`config.mk`:
```
export PLATFORM = sky130hd
export DESIGN_NAME = seeded_lcg_row_generator
export DESIGN_NICKNAME = d
export VERILOG_FILES = /design/src/srg_pkg.sv /design/src/seeded_lcg_row_generator.sv /design/src/srg_ctrl.sv /design/src/srg_dp.sv
export SDC_FILE = /design/constraint.sdc
export NUM_CORES = 1
export LEC_CHECK = 0
export BUFFER_PORTS_ARGS = -buffer_cell sky130_fd_sc_hd__buf_2
export CAP_MARGIN = 20
export CORE_ASPECT_RATIO = 1.25
export CORE_MARGIN = 4
export CORE_UTILIZATION = 55
export DETAILED_ROUTE_END_ITERATION = 6
export HOLD_SLACK_MARGIN = 0.02
export PLACE_DENSITY = 0.75
export SETUP_SLACK_MARGIN = 0.2
export SLEW_MARGIN = 20
export SYNTH_ARGS = -nofsm -noshare
export SYNTH_HDL_FRONTEND = slang
export SYNTH_HIERARCHICAL = 1
export SYNTH_SLANG_ARGS = --single-unit
```
`constraint.sdc`:
```
create_clock -name clk -period 13 [get_ports clk]
set_clock_uncertainty 0.2 [all_clocks]
set_input_delay 1.95 -clock clk [delete_from_list [all_inputs] [get_ports clk]]
set_output_delay 1.95 -clock clk [all_outputs]
set_load 0.01 [all_outputs]
```
`src/srg_pkg.sv`:
```
// Shared types, constants and the modulus reduction for the seeded LCG row generator.
// Used by srg_ctrl, srg_dp and seeded_lcg_row_generator. No other dependencies.
`timescale 1ns / 1ps
`default_nettype none
package srg_pkg;

	// Generator constants. The multiplier is 2^31 - 19, so a product is a shift minus 19*s.
	localparam logic [31:0] LCG_M     = 32'd2147483647;
	localparam logic [31:0] LCG_C     = 32'd2147483587;
	localparam logic [31:0] LCG_A_NEG = 32'd19;

	// Configuration register indexes.
	localparam logic [1:0] REG_PRIMARY_SEED    = 2'd0;
	localparam logic [1:0] REG_OP_SEED         = 2'd1;
	localparam logic [1:0] REG_SEED_OFFSET     = 2'd2;
	localparam logic [1:0] REG_VALUES_PER_SEED = 2'd3;

	// Commands from the controller to the datapath.
	typedef struct packed {
		logic load;   // take a request and compute the row's start state
		logic step;   // advance the generator and fill the output register
	} cmd_t;

	// Status from the datapath to the controller.
	typedef struct packed {
		logic count_zero;  // the current row length is zero
		logic left_last;   // exactly one value of the row is still owed
		logic out_free;    // the output register can take a value this cycle
	} status_t;

	// Reduce a 32-bit value modulo 2^31-1: fold bit 31 in, then one conditional subtract.
	function automatic logic [30:0] mod_m(input logic [31:0] x);
		logic [31:0] folded;
		folded = {1'b0, x[30:0]} + {31'd0, x[31]};
		if (folded >= LCG_M) begin
			folded = folded - LCG_M;
		end
		return folded[30:0];
	endfunction

endpackage
`default_nettype wire

```
`src/seeded_lcg_row_generator.sv`:
```
// Seeded LCG row generator, top level. A request is taken in the idle cycle, the start
// state is formed at that edge, and the first value reaches the output register with the
// first step after it. A row then yields one value per cycle while the consumer keeps up;
// an empty row yields no value and leaves the block idle. The step loop through the
// generator state sets that rate. Reset clears the generator state and row counter and
// restores the configuration defaults; no clearing pass is needed.
`timescale 1ns / 1ps
`default_nettype none
module seeded_lcg_row_generator #(
	parameter int MAX_VALUES = 64
) (
	input  wire logic        clk,
	input  wire logic        arst_n,
	input  wire logic        cfg_valid,
	output logic             cfg_ready,
	input  wire logic [1:0]  cfg_index,
	input  wire logic [31:0] cfg_data,
	input  wire logic        in_valid,
	output logic             in_ready,
	input  wire logic [31:0] row_seed,
	input  wire logic [30:0] alt_seed,
	output logic             out_valid,
	input  wire logic        out_ready,
	output logic [30:0]      rand_value,
	output logic             row_last
);

	srg_pkg::cmd_t    cmd;
	srg_pkg::status_t status;

	// Configuration writes are always taken.
	assign cfg_ready = 1'b1;

	srg_ctrl u_ctrl (
		.clk      (clk),
		.arst_n   (arst_n),
		.in_valid (in_valid),
		.in_ready (in_ready),
		.status   (status),
		.cmd      (cmd)
	);

	srg_dp #(
		.MAX_VALUES (MAX_VALUES)
	) u_dp (
		.clk        (clk),
		.arst_n     (arst_n),
		.cmd        (cmd),
		.status     (status),
		.cfg_write  (cfg_valid),
		.cfg_index  (cfg_index),
		.cfg_data   (cfg_data),
		.row_seed   (row_seed),
		.alt_seed   (alt_seed),
		.out_valid  (out_valid),
		.out_ready  (out_ready),
		.rand_value (rand_value),
		.row_last   (row_last)
	);

	// A generator value is always reduced below the modulus.
	a_value_reduced: assert property (@(posedge clk) disable iff (!arst_n)
		out_valid |-> (rand_value != 31'h7FFFFFFF))
		else $error("rand_value not reduced below the modulus");

	// The controller never loads and steps in the same cycle.
	a_load_step_exclusive: assert property (@(posedge clk) disable iff (!arst_n)
		!(cmd.load && cmd.step))
		else $error("load and step issued together");

	// A step never overwrites a value the consumer has not taken.
	a_step_no_overwrite: assert property (@(posedge clk) disable iff (!arst_n)
		cmd.step |-> (!out_valid || out_ready))
		else $error("step would overwrite a pending value");

	// After a step that ends the row, the block is ready for a new request.
	a_last_returns_idle: assert property (@(posedge clk) disable iff (!arst_n)
		(cmd.step && status.left_last) |=> (in_ready && out_valid && row_last))
		else $error("row end did not return to idle with a flagged value");

endmodule
`default_nettype wire

```
`src/srg_ctrl.sv`:
```
// Controller state machine of the seeded LCG row generator.
// Depends on srg_pkg for the command and status structs.
`timescale 1ns / 1ps
`default_nettype none
module srg_ctrl (
	input  wire logic            clk,
	input  wire logic            arst_n,
	input  wire logic            in_valid,
	output logic                 in_ready,
	input  wire srg_pkg::status_t status,
	output srg_pkg::cmd_t        cmd
);

	typedef enum logic {
		ST_IDLE,
		ST_RUN
	} state_t;

	state_t state_q;

	// A request is taken only while no row is in progress.
	assign in_ready = (state_q == ST_IDLE);
	assign cmd.load = in_valid && (state_q == ST_IDLE);
	assign cmd.step = (state_q == ST_RUN) && status.out_free;

	// Row sequencing: enter RUN for a nonempty row, leave after its last value.
	always_ff @(posedge clk or negedge arst_n) begin
		if (!arst_n) begin
			state_q <= ST_IDLE;
		end else begin
			case (state_q)
				ST_IDLE: begin
					if (cmd.load && !status.count_zero) begin
						state_q <= ST_RUN;
					end
				end
				ST_RUN: begin
					if (cmd.step && status.left_last) begin
						state_q <= ST_IDLE;
					end
				end
				default: begin
					state_q <= ST_IDLE;
				end
			endcase
		end
	end

endmodule
`default_nettype wire

```
`src/srg_dp.sv`:
```
// Datapath of the seeded LCG row generator: configuration registers, seed selection,
// generator state, row counter and output register. Depends on srg_pkg.
`timescale 1ns / 1ps
`default_nettype none
module srg_dp #(
	parameter int MAX_VALUES = 64
) (
	input  wire logic             clk,
	input  wire logic             arst_n,
	input  wire srg_pkg::cmd_t    cmd,
	output srg_pkg::status_t      status,
	input  wire logic             cfg_write,
	input  wire logic [1:0]       cfg_index,
	input  wire logic [31:0]      cfg_data,
	input  wire logic [31:0]      row_seed,
	input  wire logic [30:0]      alt_seed,
	output logic                  out_valid,
	input  wire logic             out_ready,
	output logic [30:0]           rand_value,
	output logic                  row_last
);

	localparam int CW = $clog2(MAX_VALUES + 1);

	logic [31:0]   primary_seed_q;
	logic [31:0]   op_seed_q;
	logic [31:0]   seed_offset_q;
	logic [6:0]    values_per_seed_q;
	logic [30:0]   lcg_state_q;
	logic [CW-1:0] values_left_q;
	logic          out_valid_q;
	logic [30:0]   rand_value_q;
	logic          row_last_q;

	logic [CW-1:0] row_count;
	logic [31:0]   seed;
	logic [30:0]   start_state;
	logic [31:0]   state_ext;
	logic [31:0]   times_neg;
	logic [31:0]   step_sum;
	logic [30:0]   next_state;

	// Configuration registers; an index beyond the list changes nothing.
	always_ff @(posedge clk or negedge arst_n) begin
		if (!arst_n) begin
			primary_seed_q    <= '0;
			op_seed_q         <= '0;
			seed_offset_q     <= '0;
			values_per_seed_q <= 7'd1;
		end else if (cfg_write) begin
			case (cfg_index)
				srg_pkg::REG_PRIMARY_SEED:    primary_seed_q    <= cfg_data;
				srg_pkg::REG_OP_SEED:         op_seed_q         <= cfg_data;
				srg_pkg::REG_SEED_OFFSET:     seed_offset_q     <= cfg_data;
				srg_pkg::REG_VALUES_PER_SEED: values_per_seed_q <= cfg_data[6:0];
				default: begin
				end
			endcase
		end
	end

	// Row length, saturated to the configured bound.
	always_comb begin
		if (values_per_seed_q > 7'(MAX_VALUES)) begin
			row_count = CW'(MAX_VALUES);
		end else begin
			row_count = CW'(values_per_seed_q);
		end
	end

	// Seed fallback chain, then offset with a 32-bit wrap and reduction.
	always_comb begin
		if (row_seed != '0) begin
			seed = row_seed;
		end else if (primary_seed_q != '0) begin
			seed = primary_seed_q;
		end else if (op_seed_q != '0) begin
			seed = op_seed_q;
		end else begin
			seed = {1'b0, alt_seed};
		end
		start_state = srg_pkg::mod_m(seed + seed_offset_q);
	end

	// One generator step: A*s mod 2^32 equals (s << 31) - 19*s, then add C and reduce.
	always_comb begin
		state_ext  = {1'b0, lcg_state_q};
		times_neg  = (state_ext << 4) + (state_ext << 1) + state_ext;
		step_sum   = {lcg_state_q[0], 31'd0} + srg_pkg::LCG_C - times_neg;
		next_state = srg_pkg::mod_m(step_sum);
	end

	// Generator state and the count of values still owed for the row.
	always_ff @(posedge clk or negedge arst_n) begin
		if (!arst_n) begin
			lcg_state_q   <= '0;
			values_left_q <= '0;
		end else if (cmd.load) begin
			lcg_state_q   <= start_state;
			values_left_q <= row_count;
		end else if (cmd.step) begin
			lcg_state_q   <= next_state;
			values_left_q <= values_left_q - CW'(1);
		end
	end

	// Output register: filled on a step, emptied when the consumer takes it.
	always_ff @(posedge clk or negedge arst_n) begin
		if (!arst_n) begin
			out_valid_q <= 1'b0;
		end else if (cmd.step) begin
			out_valid_q <= 1'b1;
		end else if (out_ready) begin
			out_valid_q <= 1'b0;
		end
	end

	always_ff @(posedge clk) begin
		if (cmd.step) begin
			rand_value_q <= next_state;
			row_last_q   <= (values_left_q == CW'(1));
		end
	end

	assign status.count_zero = (row_count == '0);
	assign status.left_last  = (values_left_q == CW'(1));
	assign status.out_free   = !out_valid_q || out_ready;

	assign out_valid  = out_valid_q;
	assign rand_value = rand_value_q;
	assign row_last   = row_last_q;

endmodule
`default_nettype wire
```
==> results.cfg <==
[outcome]
status = finished, final reports clean

[timing]
worst_slew_pin_slew_ns = 1.01
max_freq_mhz = 98.6
timing.final.setup_violations = 0
finalWorstPathRequiredPeriod_ns = 10.15
min_period_over_period = 0.781
maxSlewHeadroom = 0.319
timing_hold_violations_final = 0
finalMaxSlewViolations = 0
timing.hold.ws_ns = 0.316
fin_tns_setup_ns = 0
rsz0062_at_grt = false

[detailed_routing]
drt-vias-per-instance = 6.27
detail_route.first_pass.iterations = 6
detail_route.drc_violations = 0
drt_first_iter_violations = 740
route.detailed.wl_per_inst_um = 20.4
detailroute.via_count = 13200
postRouteWirelength_um = 42900
final_antenna_net_count = 0

[final_layout]
final_net_count = 1977
post_route_cells_drive_above_1_share = 0.185
diodes = 0
filler_cell_count = 2347
area_delta_synth_final_pct = 10.4

[global_route]
globalRouteTotalUtil = 0.283
grt_pass1_vias = 13300
grt_pass1_wl_um = 67900
maximum_number_of_pins_on_one_net_before_global_route_repair = 74
antenna_found_initial = 0
grt-ovfl-total = 0

[synthesis]
synth.avg_cell_area_um2 = 9.14
synth_warnings = 6
synthesis.nets = 1875
netlist_area_um2 = 15000
synthesis_stage_register_bit_count = 175
synth.distinct_cells = 97
netlist_instances = 1643
number_of_flops_mapped_to_enable_cells_by_yosys = 32
postSynth.asyncResetShare = 0.817
seq_area_frac_synth = 0.302
synth_ff_type = sky130_fd_sc_hd__dfrtp_1

[critical_path]
critical_path.most_common_cell = sky130_fd_sc_hd__a21o_1
cp_max_fo = 32
standard_cell_with_the_maximum_stage_delay_on_the_critical_path = sky130_fd_sc_hd__or2_2
critical_path.startpoint_type = input port
worst-r2r-cell-count = 31
critical_path.max_stage_delay_ns = 0.58
cp.required_ns = 13.08
critPathArrivalTime_ns = 10.23
critical_path_class = in -> reg
setup.worst_path.end_class = register

[floorplan]
starting_utilization_of_the_core_area = 0.558
dieHeight_um = 193
io_pins = 137
row_count = 67
floorplan.die.width_um = 156
design.core.area_um2 = 26900
design.die.area_um2 = 30000

[min_path]
worstHoldPathType = reg -> reg
holdPathStages = 1

[clock_network]
hold_buffers = 0
cts.reportedPaths.clkPinSlew_ns = 0.07
cts_tree = done
clock-sinks = 175
root_buffer = sky130_fd_sc_hd__clkbuf_16
htreeDepth = 4
tritoncts.num_buffers = 17
worst_skew_late_latency_ns = 0.44
cts_setup_buffers = 0
clock_tree.buffer_depth = 2
postCtsResizedCells = 0

[run]
timing.max_cap.violations = 0

[placed_design]
dp_hpwl_um = 34400
port_buffers = 135
place_congestion = 0.963
cells by family after synthesis:
group                    share of synthesized area
AND/OR/NAND/NOR                              0.177
AO/OA/AOI/OAI                                0.209
flip-flops                                   0.302
buffers and inverters                       0.0425
adder cells (fa/ha/maj)                      0.123
multiplexers                                0.0821
XOR/XNOR                                    0.0636
other                                     0.000250
metal layers:
metal | GRT usage | share of wire | vias to the layer above
li1 | - | - | 6273
met1 | 0.328 | 0.40 | 6357
met2 | 0.525 | 0.52 | 449
met3 | 0.0294 | 0.041 | 110
met4 | 0.122 | 0.044 | 0
met5 | 0 | 0 | -
worst paths after layout:
check                                       startpoint                      end  slack [ns]
worst min register to register  u_dp/seed_offset_q[22]   u_dp/seed_offset_q[22]        0.32
min in group asynchronous                       arst_n       u_dp/op_seed_q[24]        1.32
max in group asynchronous                       arst_n  u_dp/primary_seed_q[16]        9.87
worst min-delay path            u_dp/seed_offset_q[22]   u_dp/seed_offset_q[22]        0.32
worst max-delay path                      row_seed[24]      u_dp/lcg_state_q[7]        2.85
worst max register to register      u_dp/op_seed_q[16]      u_dp/lcg_state_q[7]        3.56
registers in the layout, summed over array words and instances, names as in the netlist:
signal,cells
u_ctrl/state_q,1
u_dp/primary_seed_q,32
u_dp/rand_value,31
u_dp/row_last,1
u_dp/out_valid,1
u_dp/lcg_state_q,31
u_dp/values_per_seed_q,7
u_dp/values_left_q,7
u_dp/seed_offset_q,32
u_dp/op_seed_q,32
synth_stat cells, types with 12 or more instances:
cell                       instances  share of area
sky130_fd_sc_hd__nor3_1           32          0.011
sky130_fd_sc_hd__a21o_1           60          0.030
sky130_fd_sc_hd__nand4_1          37          0.015
sky130_fd_sc_hd__nor2_1          119          0.030
sky130_fd_sc_hd__fa_1             29          0.039
sky130_fd_sc_hd__nand3_1          35          0.012
sky130_fd_sc_hd__and2_1           19         0.0079
sky130_fd_sc_hd__clkbuf_1         47          0.012
sky130_fd_sc_hd__mux2_2          106          0.079
sky130_fd_sc_hd__xnor2_1          70          0.041
sky130_fd_sc_hd__xor2_1           39          0.023
sky130_fd_sc_hd__o21bai_1         36          0.018
sky130_fd_sc_hd__or3_1            21         0.0087
sky130_fd_sc_hd__inv_1           100          0.025
sky130_fd_sc_hd__a211oi_1         13         0.0065
sky130_fd_sc_hd__nor4_1           32          0.013
sky130_fd_sc_hd__dfrtp_1         142           0.24
sky130_fd_sc_hd__ha_1            101          0.084
sky130_fd_sc_hd__and4_1           13         0.0076
sky130_fd_sc_hd__a21oi_1         112          0.037
sky130_fd_sc_hd__o21ai_0          55          0.018
sky130_fd_sc_hd__o22ai_1          19         0.0079
sky130_fd_sc_hd__nand2b_1         12         0.0050
sky130_fd_sc_hd__nand2_1         115          0.029
sky130_fd_sc_hd__o21a_1           14         0.0070
sky130_fd_sc_hd__edfxtp_1         32          0.064
sky130_fd_sc_hd__and3_1           15         0.0062
worst max-delay path: cells and delay by family:
| kind | cells | cell delay (ns) |
|---|---|---|
| AO/OA/AOI/OAI | 15 | 3.75 |
| AND/OR/NAND/NOR | 10 | 3.49 |
| adder cells (fa/ha/maj) | 2 | 0.66 |
| XOR/XNOR | 1 | 0.28 |
| buffers and inverters | 1 | 0.10 |
area by class of cell:
class	count	area (um^2)	share of cell area
Inverter	101	379	0.0229
Clock inverter	15	190	0.0115
Sequential cell	175	4540	0.274
Timing Repair Buffer	146	764	0.0461
Clock buffer	17	425	0.0256
Tap cell	345	432	0.0260
Multi-Input combinational cell	1304	9850	0.594
placed cells by master, fill, tap and decap left out, types with 13 or more instances in the layout:
master,instances
sky130_fd_sc_hd__nor4_1,32
sky130_fd_sc_hd__a21oi_1,112
sky130_fd_sc_hd__xor2_1,39
sky130_fd_sc_hd__ha_1,101
sky130_fd_sc_hd__and3_1,15
sky130_fd_sc_hd__nand3_1,35
sky130_fd_sc_hd__o21a_1,14
sky130_fd_sc_hd__o21bai_1,36
sky130_fd_sc_hd__nand2_1,115
sky130_fd_sc_hd__fa_1,29
sky130_fd_sc_hd__or3_1,21
sky130_fd_sc_hd__mux2_2,106
sky130_fd_sc_hd__clkbuf_16,17
sky130_fd_sc_hd__a211oi_1,13
sky130_fd_sc_hd__dfrtp_1,142
sky130_fd_sc_hd__nor3_1,32
sky130_fd_sc_hd__a21o_1,60
sky130_fd_sc_hd__and4_1,13
sky130_fd_sc_hd__and2_1,19
sky130_fd_sc_hd__o21ai_0,55
sky130_fd_sc_hd__nor2_1,117
sky130_fd_sc_hd__buf_2,134
sky130_fd_sc_hd__nand4_1,37
sky130_fd_sc_hd__edfxtp_1,32
sky130_fd_sc_hd__inv_1,100
sky130_fd_sc_hd__o22ai_1,19
sky130_fd_sc_hd__xnor2_1,70
metrics by stage:
step	util	cell area (um^2)	instances	setup slack (ns)
2_1_floorplan	-	15000	1643	3.96
3_3_place_gp	0.593	16000	2071	2.65
3_5_place_dp	0.593	16000	2071	2.52
4_1_cts	0.616	16600	2103	2.92
5_1_grt	0.616	16600	2103	2.20
6_report	0.616	16600	2103	2.85
Power is left out: the tool's default activity adds up to more than one toggle a clock period on the data nets, which glitch-free logic cannot reach.
